<file path="src/design/uabt_pkg.sv">
`timescale 1ns / 1ps
`default_nettype none

package uabt_pkg;

	// widths of time, window and levels
	localparam int TIME_BITS  = 48;
	localparam int WIN_BITS   = 32;
	localparam int LEVEL_W    = 3;
	localparam int STREAK_W   = 8;
	localparam int SEC_W      = 16;
	localparam int NUM_LEVELS = 5;
	localparam int MAX_LEVEL  = 5;
	localparam int MS_PER_SEC = 1000;
	localparam int ADD_W      = 26;
	localparam int CFG_IDX_W  = 3;
	localparam int CFG_DATA_W = 32;

	// opcodes
	localparam logic [1:0] OP_FAIL    = 2'd0;
	localparam logic [1:0] OP_SUCCESS = 2'd1;
	localparam logic [1:0] OP_DECAY   = 2'd2;

	// register indexes
	localparam logic [CFG_IDX_W-1:0] CFG_FAIL_THRESHOLD = 3'd0;
	localparam logic [CFG_IDX_W-1:0] CFG_DECAY_WINDOW   = 3'd1;
	localparam logic [CFG_IDX_W-1:0] CFG_SEC_L1         = 3'd2;
	localparam logic [CFG_IDX_W-1:0] CFG_SEC_L2         = 3'd3;
	localparam logic [CFG_IDX_W-1:0] CFG_SEC_L3         = 3'd4;
	localparam logic [CFG_IDX_W-1:0] CFG_SEC_L4         = 3'd5;
	localparam logic [CFG_IDX_W-1:0] CFG_SEC_L5         = 3'd6;

	typedef struct packed {
		logic [1:0]           opcode;
		logic [TIME_BITS-1:0] now_ms;
	} in_t;

	typedef struct packed {
		logic                 decayed;
		logic [LEVEL_W-1:0]   level_out;
		logic [STREAK_W-1:0]  streak_out;
		logic [TIME_BITS-1:0] lockout_until;
		logic [TIME_BITS-1:0] last_failure_out;
	} out_t;

	// divider request and response
	typedef struct packed {
		logic                 start;
		logic [TIME_BITS-1:0] dividend;
		logic [WIN_BITS-1:0]  divisor;
	} div_req_t;

	typedef struct packed {
		logic                 busy;
		logic                 done;
		logic [TIME_BITS-1:0] quotient;
		logic [WIN_BITS-1:0]  remainder;
	} div_resp_t;

	typedef enum logic [2:0] {
		ST_IDLE,
		ST_CHECK,
		ST_DIV,
		ST_FAIL,
		ST_MUL,
		ST_SUM,
		ST_DONE
	} state_t;

endpackage

`default_nettype wire

</file>
<file path="src/design/uabt_divider.sv">
`timescale 1ns / 1ps
`default_nettype none

module uabt_divider import uabt_pkg::*; (
	input  wire logic      clk,
	input  wire logic      arst_n,
	input  wire div_req_t  req,
	output div_resp_t      resp
);

	localparam int CNT_W = $clog2(TIME_BITS);
	localparam logic [CNT_W-1:0] LAST_CNT = CNT_W'(TIME_BITS - 1);

	logic                 busy_q;
	logic                 done_q;
	logic [CNT_W-1:0]     cnt_q;
	logic [TIME_BITS-1:0] num_q;
	logic [WIN_BITS-1:0]  rem_q;
	logic [WIN_BITS-1:0]  den_q;
	logic [WIN_BITS:0]    trial;
	logic                 fits;
	logic [WIN_BITS-1:0]  rem_next;

	// one restoring step: shift in the next dividend bit and try to subtract
	always_comb begin
		trial    = {rem_q, num_q[TIME_BITS-1]};
		fits     = trial >= {1'b0, den_q};
		rem_next = fits ? WIN_BITS'(trial - {1'b0, den_q}) : trial[WIN_BITS-1:0];
	end

	// control
	always_ff @(posedge clk or negedge arst_n) begin
		if (!arst_n) begin
			busy_q <= 1'b0;
			done_q <= 1'b0;
			cnt_q  <= '0;
		end else begin
			done_q <= 1'b0;
			if (req.start && !busy_q) begin
				busy_q <= 1'b1;
				cnt_q  <= '0;
			end else if (busy_q) begin
				cnt_q <= cnt_q + 1'b1;
				if (cnt_q == LAST_CNT) begin
					busy_q <= 1'b0;
					done_q <= 1'b1;
				end
			end
		end
	end

	// datapath, quotient bits shift into the dividend register
	always_ff @(posedge clk) begin
		if (req.start && !busy_q) begin
			num_q <= req.dividend;
			den_q <= req.divisor;
			rem_q <= '0;
		end else if (busy_q) begin
			num_q <= {num_q[TIME_BITS-2:0], fits};
			rem_q <= rem_next;
		end
	end

	assign resp.busy      = busy_q;
	assign resp.done      = done_q;
	assign resp.quotient  = num_q;
	assign resp.remainder = rem_q;

endmodule

`default_nettype wire

</file>
<file path="src/design/unlock_attempt_backoff_throttle_core.sv">
`timescale 1ns / 1ps
`default_nettype none

// channel   signals                          payload
// in        in_valid, in_stall, in_data      opcode, now_ms
// out       out_valid, out_stall, out_data   decayed, level, streak, deadline, last failure
// cfg       cfg_we, cfg_idx, cfg_wdata       seven throttle registers
//
// an item with a decay divide waits in ST_DIV on the divider, and one without skips it;
// the restoring divider (one quotient bit per cycle, 48 steps) runs only for such an item
// in_stall is high from acceptance until the result sits in the output register
// a result waits in the output register while out_stall is high; the next item is taken
// reset clears the record and loads the default register values, no clearing pass

module unlock_attempt_backoff_throttle_core import uabt_pkg::*; (
	input  wire logic                  clk,
	input  wire logic                  arst_n,
	input  wire logic                  in_valid,
	output logic                       in_stall,
	input  wire in_t                   in_data,
	output logic                       out_valid,
	input  wire logic                  out_stall,
	output out_t                       out_data,
	input  wire logic                  cfg_we,
	input  wire logic [CFG_IDX_W-1:0]  cfg_idx,
	input  wire logic [CFG_DATA_W-1:0] cfg_wdata
);

	localparam logic [LEVEL_W-1:0]  MAX_LVL = LEVEL_W'(MAX_LEVEL);
	localparam logic [STREAK_W-1:0] STREAK_MAX = '1;
	localparam logic [TIME_BITS-1:0] TIME_MAX = '1;

	state_t state_q, state_d;

	// configuration
	logic [STREAK_W-1:0] thresh_q;
	logic [WIN_BITS-1:0] window_q;
	logic [SEC_W-1:0]    sec_q [NUM_LEVELS];

	// record
	logic [STREAK_W-1:0]  streak_q;
	logic [LEVEL_W-1:0]   level_q;
	logic [TIME_BITS-1:0] deadline_q;
	logic [TIME_BITS-1:0] last_q;

	// item in flight
	logic [1:0]           op_q;
	logic [TIME_BITS-1:0] now_q;
	logic                 dec_q;
	logic [ADD_W-1:0]     add_q;

	logic                 out_valid_q;
	out_t                 out_q;

	div_req_t             div_req;
	div_resp_t            div_resp;

	logic                 in_acc;
	logic                 out_free;
	logic                 decay_ok;
	logic                 op_decays;
	logic [STREAK_W-1:0]  streak_inc;
	logic [TIME_BITS:0]   sum;

	// level to lockout table slot
	function automatic logic [2:0] sec_slot(input logic [LEVEL_W-1:0] lvl);
		logic [2:0] slot;
		if (lvl <= LEVEL_W'(1))
			slot = 3'd0;
		else if (lvl >= LEVEL_W'(NUM_LEVELS))
			slot = 3'(NUM_LEVELS - 1);
		else
			slot = 3'(lvl - 1'b1);
		return slot;
	endfunction

	uabt_divider u_div (
		.clk    (clk),
		.arst_n (arst_n),
		.req    (div_req),
		.resp   (div_resp)
	);

	assign in_acc   = in_valid && !in_stall;
	assign out_free = !out_valid_q || !out_stall;
	assign in_stall = state_q != ST_IDLE;
	assign out_valid = out_valid_q;
	assign out_data  = out_q;

	// decay preconditions, saturating streak increment, deadline sum and divider request
	always_comb begin
		op_decays  = (op_q == OP_FAIL) || (op_q == OP_DECAY);
		decay_ok   = op_decays && (level_q != '0) && (last_q != '0) &&
			(now_q > last_q) && (window_q != '0);
		streak_inc = (streak_q == STREAK_MAX) ? streak_q : streak_q + 1'b1;
		sum        = {1'b0, now_q} + (TIME_BITS + 1)'(add_q);
		div_req.start    = (state_q == ST_CHECK) && decay_ok;
		div_req.dividend = now_q - last_q;
		div_req.divisor  = window_q;
	end

	// sequencer
	always_ff @(posedge clk or negedge arst_n) begin
		if (!arst_n)
			state_q <= ST_IDLE;
		else
			state_q <= state_d;
	end

	always_comb begin
		state_d = state_q;
		case (state_q)
			ST_IDLE: begin
				if (in_acc)
					state_d = ST_CHECK;
			end
			ST_CHECK: begin
				if (decay_ok)
					state_d = ST_DIV;
				else if (op_q == OP_FAIL)
					state_d = ST_FAIL;
				else
					state_d = ST_DONE;
			end
			ST_DIV: begin
				if (div_resp.done)
					state_d = (op_q == OP_FAIL) ? ST_FAIL : ST_DONE;
			end
			ST_FAIL: begin
				state_d = (streak_inc >= thresh_q) ? ST_MUL : ST_DONE;
			end
			ST_MUL:  state_d = ST_SUM;
			ST_SUM:  state_d = ST_DONE;
			ST_DONE: begin
				if (out_free)
					state_d = ST_IDLE;
			end
			default: state_d = ST_IDLE;
		endcase
	end

	// configuration registers
	always_ff @(posedge clk or negedge arst_n) begin
		if (!arst_n) begin
			thresh_q <= STREAK_W'(5);
			window_q <= WIN_BITS'(900000);
			sec_q[0] <= SEC_W'(10);
			sec_q[1] <= SEC_W'(30);
			sec_q[2] <= SEC_W'(60);
			sec_q[3] <= SEC_W'(120);
			sec_q[4] <= SEC_W'(300);
		end else if (cfg_we) begin
			case (cfg_idx)
				CFG_FAIL_THRESHOLD: thresh_q <= cfg_wdata[STREAK_W-1:0];
				CFG_DECAY_WINDOW:   window_q <= cfg_wdata[WIN_BITS-1:0];
				CFG_SEC_L1:         sec_q[0] <= cfg_wdata[SEC_W-1:0];
				CFG_SEC_L2:         sec_q[1] <= cfg_wdata[SEC_W-1:0];
				CFG_SEC_L3:         sec_q[2] <= cfg_wdata[SEC_W-1:0];
				CFG_SEC_L4:         sec_q[3] <= cfg_wdata[SEC_W-1:0];
				CFG_SEC_L5:         sec_q[4] <= cfg_wdata[SEC_W-1:0];
				default: ;
			endcase
		end
	end

	// record updates, one step per state
	always_ff @(posedge clk or negedge arst_n) begin
		if (!arst_n) begin
			streak_q   <= '0;
			level_q    <= '0;
			deadline_q <= '0;
			last_q     <= '0;
		end else begin
			case (state_q)
				ST_CHECK: begin
					if (op_q == OP_SUCCESS) begin
						streak_q   <= '0;
						level_q    <= '0;
						deadline_q <= '0;
						last_q     <= '0;
					end
				end
				ST_DIV: begin
					// zero steps leaves the record alone
					if (div_resp.done && (div_resp.quotient != '0)) begin
						if (div_resp.quotient >= TIME_BITS'(level_q)) begin
							streak_q   <= '0;
							level_q    <= '0;
							deadline_q <= '0;
							last_q     <= '0;
						end else begin
							level_q <= level_q - div_resp.quotient[LEVEL_W-1:0];
							// last plus steps times window equals now minus remainder
							last_q  <= now_q - TIME_BITS'(div_resp.remainder);
						end
					end
				end
				ST_FAIL: begin
					last_q <= now_q;
					if (streak_inc >= thresh_q) begin
						streak_q <= '0;
						if (level_q < MAX_LVL)
							level_q <= level_q + 1'b1;
					end else begin
						streak_q <= streak_inc;
					end
				end
				ST_SUM: begin
					deadline_q <= sum[TIME_BITS] ? TIME_MAX : sum[TIME_BITS-1:0];
				end
				default: ;
			endcase
		end
	end

	// item latch, decay flag and lockout product
	always_ff @(posedge clk) begin
		if (in_acc) begin
			op_q  <= in_data.opcode;
			now_q <= in_data.now_ms;
			dec_q <= 1'b0;
		end else if ((state_q == ST_DIV) && div_resp.done && (div_resp.quotient != '0)) begin
			dec_q <= 1'b1;
		end
		if (state_q == ST_MUL)
			add_q <= ADD_W'(sec_q[sec_slot(level_q)] * ADD_W'(MS_PER_SEC));
	end

	// output register
	always_ff @(posedge clk or negedge arst_n) begin
		if (!arst_n)
			out_valid_q <= 1'b0;
		else if ((state_q == ST_DONE) && out_free)
			out_valid_q <= 1'b1;
		else if (!out_stall)
			out_valid_q <= 1'b0;
	end

	always_ff @(posedge clk) begin
		if ((state_q == ST_DONE) && out_free) begin
			out_q.decayed          <= dec_q;
			out_q.level_out        <= level_q;
			out_q.streak_out       <= streak_q;
			out_q.lockout_until    <= deadline_q;
			out_q.last_failure_out <= last_q;
		end
	end

`ifndef ASSERT_OFF
	a_level_max: assert property (@(posedge clk) disable iff (!arst_n)
		level_q <= MAX_LVL)
		else $error("lockout level above maximum");

	a_div_start_idle: assert property (@(posedge clk) disable iff (!arst_n)
		div_req.start |-> !div_resp.busy)
		else $error("divider started while busy");

	a_accept_busy: assert property (@(posedge clk) disable iff (!arst_n)
		in_acc |=> in_stall)
		else $error("input not stalled after accepting a beat");

	a_div_wait: assert property (@(posedge clk) disable iff (!arst_n)
		(state_q == ST_DIV) |-> (div_resp.busy || div_resp.done))
		else $error("waiting on an idle divider");
`endif

endmodule

`default_nettype wire
</file>
<file path="config.mk">
export PLATFORM = sky130hd
export DESIGN_NAME = unlock_attempt_backoff_throttle_core
export DESIGN_NICKNAME = d
export VERILOG_FILES = /design/src/design/uabt_pkg.sv /design/src/design/uabt_divider.sv /design/src/design/unlock_attempt_backoff_throttle_core.sv
export SDC_FILE = /design/constraint.sdc
export NUM_CORES = 1
export LEC_CHECK = 0
export BUFFER_PORTS_ARGS = -buffer_cell sky130_fd_sc_hd__buf_2
export CAP_MARGIN = 10
export CORE_AREA = 2 2 264 214
export DETAILED_ROUTE_END_ITERATION = 7
export DIE_AREA = 0 0 266 216
export GPL_TIMING_DRIVEN = 1
export MAX_ROUTING_LAYER = met4
export PLACE_DENSITY = 0.86
export SLEW_MARGIN = 20
export SYNTH_ARGS = -nofsm -noshare
export SYNTH_HDL_FRONTEND = slang
export SYNTH_SLANG_ARGS = --single-unit
</file>
<file path="constraint.sdc">
create_clock -name clk -period 8.95 [get_ports clk]
set_input_delay 0.4475 -clock clk [delete_from_list [all_inputs] [get_ports clk]]
set_output_delay 0.4475 -clock clk [all_outputs]
set_load 0.03 [all_outputs]
</file>
==> results.cfg, run 1 <==
[clock_network]
cts_max_path_buffers = 3
cts_root_buf = clkbuf_16
cts_tree = yes
cts_buffers = 53
h-tree-depth = 2
numClockSinks = 533
clk_latency_ns = 0.62
clk_pin_slew_ns = 0.06

[global_routing]
gr-total-overflow = 0
grt_pass1_vias = 24000
grt_max_degree = 155
grtUsageMet1_pct = 42.0
use_met3_pct = 4.92
grt_use_total_pct = 30.8
antenna_found_initial = 0
grt.busiest_layer = met2
grt_pass1_wl_um = 135000
grtUsageMet2_pct = 47.3

[sta]
drv_slew = 0
hold_violations = 0
worst_pin_slew_ns = 1.15
finalCritPeriodShare_pct = 89.6
fin_tns_setup_ns = 0
skew_ns = 0.0248
slew_headroom_pct = 21.0
fmax_ghz = 0.125
min_period_ns = 8.02
finalSetupViolCount = 0
rsz0062_at_grt = false

[drt]
ant_nets = 0
drc = 1
drt-pass1-iter-count = 8
vias = 25100
routed_wl_um = 86500
post_drt_via_cell_ratio = 6.27
drt-initial-drc-count = 2543
wire_per_inst_um = 21.6

[status]
status = finished with violations
violations = DRC

[logic_synthesis]
netlist_area_sq_mm = 0.0315
ys_async_sr_fraction_pct = 44.8
synth_edf_count = 261
syn_inst = 3065
yosys_warnings = 0
avgSynthCellArea_sq_um = 10.3
ys_seq_elements = 533
ys_types = 84
syn_nets = 3415
synth_top_flop_cell = edfxtp_1
ys_seq_area_share_pct = 46.1

[cells_and_area]
final_common_cell = nand2_1
diodes = 0
area_growth_pct = 12.1
stdcell_area_sq_mm = 0.0353
instances_no_fill = 4002
final_cell_mix = nand2_1 (317), edfxtp_1 (261), inv_1 (257)
final_layout_size_suffix_gt1_share_pct = 15.3
layout.nets = 3596
final_core_util_pct = 64.5

[critical_path]
cp_max_fo = 18
criticalPathCategory = reg -> reg
critical-path-max-stage-delay_ns = 0.80
startpoint_type = register
slowest_stage = nor2_1
cp.required_ns = 9.31
arrival_ns = 8.38
end_kind = register
cp_common_cell = inv_1

[die]
fp.dieH_um = 216
coreArea_sq_mm = 0.0547
start_util_pct = 57.5
die-area_sq_mm = 0.0575
dieWidth_um = 266
io_pins = 200
rows = 77

[place]
dpl.hpwl_um = 63900
placed_cell_area_sq_mm = 0.0332
placed_cells = 3875
gp_congestion = 0.974
numPortBuffers = 199

[flow_run]
cap_violations = 0

[worst_hold_path]
hold_class = in -> reg
cells by family after synthesis:
logic type	count (synthesis)	share of synthesized area, %
compound gates	807	16.5
xor+xnor	150	4.17
fa+ha+maj	260	11.6
buf+inv	385	4.67
flops	533	46.1
mux	129	4.60
simple gates	801	12.3
path summary, 6_finish.rpt:
path / startpoint / endpoint / slack (ns) / cells after the start
setup / recovery: level_q[1]$_DFFE_PN0P_ / add_q[24]$_DFFE_PN_ / 0.93 / 26
hold / removal: in_data[30] / now_q[30]$_DFFE_PP_ / 0.008 / 1
setup reg to reg: level_q[1]$_DFFE_PN0P_ / add_q[24]$_DFFE_PN_ / 0.93 / 26
hold reg to reg: dec_q$_SDFFE_PP0P_ / out_data[107]$_DFFE_PP_ / 0.43 / 0
max in group asynchronous: arst_n / sec_q[60]$_DFFE_PN0P_ / 7.18 / 3
min in group asynchronous: arst_n / last_q[45]$_DFFE_PN0P_ / 0.42 / 2
flip-flops by register name (all words and copies together), names as in the netlist, 6 cells and up:
| name | count |
|---|---|
| u_div.den_q | 32 |
| now_q | 48 |
| u_div.rem_q | 32 |
| sec_q | 80 |
| streak_q | 8 |
| deadline_q | 48 |
| u_div.cnt_q | 6 |
| last_q | 48 |
| thresh_q | 8 |
| window_q | 32 |
| add_q | 23 |
| u_div.num_q | 48 |
| out_data | 108 |
synth_stat cells, drive strengths merged (38+ instances only):
| cell type | count | share of area (%) |
|---|---|---|
| a31oi | 43 | 0.85 |
| nand4 | 43 | 0.85 |
| ha | 205 | 8.1 |
| clkbuf | 101 | 1.2 |
| and3 | 38 | 0.75 |
| nor3 | 43 | 0.70 |
| a22oi | 39 | 0.93 |
| nor2 | 108 | 1.3 |
| fa | 55 | 3.5 |
| edfxtp | 261 | 25 |
| nor4 | 39 | 0.77 |
| a21oi | 175 | 2.8 |
| mux2 | 115 | 4.1 |
| a21o | 103 | 2.5 |
| nand2 | 317 | 3.8 |
| xnor2 | 87 | 2.4 |
| inv | 259 | 3.1 |
| xor2 | 63 | 1.8 |
| o21ai | 222 | 3.5 |
| dfrtp | 208 | 17 |
| nand3 | 73 | 1.2 |
final cells by class:
class                           instances  area (sq um)
Tap cell                              711           890
Clock inverter                         34           378
Fill cell                            4248         19400
Sequential cell                       533         14500
Inverter                              260           976
Multi-Input combinational cell       2147         15600
Clock buffer                           66          1470
Timing Repair Buffer                  251          1480
critical path, delay by kind of cell, from the launching register on:
family          cells  cell delay (ns)
simple gates        5             1.70
buf+inv             5             0.50
flops               1             0.47
compound gates      8             2.16
xor+xnor            1             0.16
mux                 1             0.25
fa+ha+maj           6             2.54
through the flow:
| step | hold WS [ns] | setup WS [ns] |
|---|---|---|
| final | 0.00754 | 0.934 |
| after global routing | 0.00233 | 0.195 |
| after CTS | 0.000330 | 1.02 |
| after detailed placement | 0.419 | 1.01 |
| after global placement | 0.416 | 1.30 |
| after floorplan | 0.152 | 2.18 |
routing by layer:
layer	vias to the layer above	part of all wire [%]
met5	-	0
met3	197	8.7
met1	12200	42
li1	11500	-
met4	0	3.4
met2	1188	46
timing repair:
item	in CTS	in global routing
setup buffers	0	0
endpoints found under the hold margin	108	0
gates resized for setup	0	0
hold buffers	27	0
Power of run 1 is not shown: default switching activity piles up to over one toggle a cycle in this logic, so the estimate is an artifact.
==> run 2, diff against run 1 <==
--- a/config.mk
+++ b/config.mk
@@ -5,11 +5,12 @@
 export SDC_FILE = /design/constraint.sdc
 export NUM_CORES = 1
 export LEC_CHECK = 0
+export ABC_AREA = 1
 export BUFFER_PORTS_ARGS = -buffer_cell sky130_fd_sc_hd__buf_2
 export CAP_MARGIN = 10
-export CORE_AREA = 2 2 264 214
+export CORE_AREA = 2 2 281 228
 export DETAILED_ROUTE_END_ITERATION = 7
-export DIE_AREA = 0 0 266 216
+export DIE_AREA = 0 0 283 230
 export GPL_TIMING_DRIVEN = 1
 export MAX_ROUTING_LAYER = met4
 export PLACE_DENSITY = 0.86
==> run 2 against run 1 <==
The run now ends clean. Register-to-register slack gained 0.74 ns. Synthesized cell count grew 56%. Sequential share of layout area fell by 4.7 points. Cell count is 47% higher. Utilization down 0.25 points. Via count grew 36%. Hold slack better by 0.00063 ns. Worst setup slack better by 0.74 ns. Clock-buffer cell count increased by 4. Cell area increased by 13%. Clock skew rose by 0.010 ns. Non-clock buffer count increased by 13. Critical path type unchanged. Highest routed layer unchanged.
==> results.cfg, run 2 <==
[status]
status = complete, no violations

[cells_and_area]
largest_reg_flops = 108
layout.nets = 5338
area_growth_pct = 11.2
final_core_util_pct = 64.3
instances_no_fill = 5873
final_layout_size_suffix_gt1_share_pct = 8.37
final_common_cell = nand2_1
final_cell_mix = nand2_1 (1531), inv_1 (666), nor2_1 (446)

[global_routing]
grt_pass1_wl_um = 189000
antenna_found_initial = 1
gr-total-overflow = 0
grt_max_degree = 81
grt_use_total_pct = 39.4
grt_pass1_vias = 30600

[drt]
drt-pass1-iter-count = 7
drt-initial-drc-count = 4850
vias = 34100
ant_nets = 0
met3_length_um = 17200
dr_wl_met2_um = 50500
drc = 0
wire_per_inst_um = 21.6
post_drt_via_cell_ratio = 5.81
top_layer_used = met4
wl_met1_um = 56200
routed_wl_um = 127000

[sta]
fin_tns_setup_ns = 0
skew_ns = 0.0348
hold_violations = 0
rsz0062_at_grt = false
slew_headroom_pct = 27.3
min_period_ns = 7.28
drv_slew = 0
worst_pin_slew_ns = 1.09
finalSetupViolCount = 0
finalCritPeriodShare_pct = 81.3
fmax_ghz = 0.137

[die]
rows = 82
dieWidth_um = 283
fp.dieH_um = 230
die-area_sq_mm = 0.0651
coreArea_sq_mm = 0.0621
io_pins = 200
start_util_pct = 57.8

[worst_hold_path]
hold_class = in -> reg

[logic_synthesis]
synth_edf_count = 261
ys_async_sr_fraction_pct = 44.8
synth_area_leaders = edfxtp_1 (22%), nand2_1 (16%), dfrtp_1 (15%)
syn_inst = 4772
netlist_area_sq_mm = 0.0359
synth_top_flop_cell = edfxtp_1
avgSynthCellArea_sq_um = 7.51
ys_seq_area_share_pct = 40.5
yosysTopAreaCell = edfxtp_1
yosys-top-cells-count = nand2_1 (1532), inv_1 (666), nor2_1 (451)
synth_most_common_cell = nand2_1
syn_nets = 5122
yosys_warnings = 0
yosysTopAreaCellShare_pct = 21.9
ys_seq_elements = 533
ys_types = 62

[critical_path]
slowest_stage = nor2_2
arrival_ns = 7.69
startpoint_type = register
criticalPathCategory = reg -> reg
cp_common_cell = nand2_1
cp.required_ns = 9.37
end_kind = register
cp_max_fo = 33
critical-path-max-stage-delay_ns = 0.69

[clock_network]
h-tree-depth = 2
clk_pin_slew_ns = 0.06
cts_buffers = 52
cts_max_path_buffers = 3
cts_tree = yes
cts_root_buf = clkbuf_16
numClockSinks = 533
clk_latency_ns = 0.66
post_cts_resize_count = 0

[place]
placed_cells = 5724
gp_congestion = 1.07
numPortBuffers = 199
dpl.hpwl_um = 100000

[flow_run]
cap_violations = 0
run 2: cell type report:
cell class / instances / area, sq um
clock inverter: 28 / 385
inverter: 676 / 2540
antenna: 1 / 2.50
sequential: 533 / 14500
timing repair buffer: 264 / 1640
tap: 840 / 1050
multi-input combinational: 3461 / 18300
fill: 5430 / 22200
clock buffer: 70 / 1470
run 2: path summary, 6_finish.rpt:
check / start / end / slack [ns] / depth (start not counted)
worst max register to register: level_q[1]$_DFFE_PN0P_ / add_q[21]$_DFFE_PN_ / 1.67 / 28
min in group asynchronous: arst_n / window_q[28]$_DFFE_PN0P_ / 0.30 / 2
max in group asynchronous: arst_n / state_q[2]$_DFFE_PN0P_ / 6.75 / 4
worst max-delay path: level_q[1]$_DFFE_PN0P_ / add_q[21]$_DFFE_PN_ / 1.67 / 28
worst min-delay path: in_data[41] / now_q[41]$_DFFE_PP_ / 0.008 / 1
worst min register to register: deadline_q[4]$_DFFE_PN0P_ / out_data[52]$_DFFE_PP_ / 0.45 / 0
run 2: critical path: cells and delay by family (launching register included):
family | cells | cell delay, ns
AND/OR/NAND/NOR | 12 | 2.27
buffers and inverters | 7 | 1.10
flip-flops | 1 | 0.43
AO/OA/AOI/OAI | 3 | 0.82
adder cells (fa/ha/maj) | 6 | 2.37
run 2: kinds of logic after synthesis:
group / after synthesis / share of synthesized area (%)
simple gates: 2417 / 27.5
buf+inv: 778 / 8.66
compound gates: 676 / 10.3
flops: 533 / 40.5
fa+ha+maj: 260 / 10.2
xor+xnor: 92 / 2.25
mux: 16 / 0.503
run 2: routing by layer:
layer | global-route usage [%] | up-vias
met1 | 58.4 | 16000
met3 | 11.5 | 221
met2 | 52.5 | 2045
li1 | - | 15800
met4 | 9.09 | 0
met5 | - | -
run 2: per-stage QoR:
stage / setup WS (ns) / hold slack, ns / instance area [sq um]
finish: 1.67 / 0.00817 / 39900
global route: 1.17 / 0.00395 / 39900
CTS: 1.78 / 0.00176 / 39800
detailed placement: 1.81 / 0.388 / 37500
global placement: 2.00 / 0.373 / 37500
floorplan: 3.11 / 0.152 / 35900
run 2: timing repair:
item,CTS,global route
hold buffers,48,0
hold endpoints to repair,90,0
setup buffers,0,0
Power of run 2 is left out for the same reason.
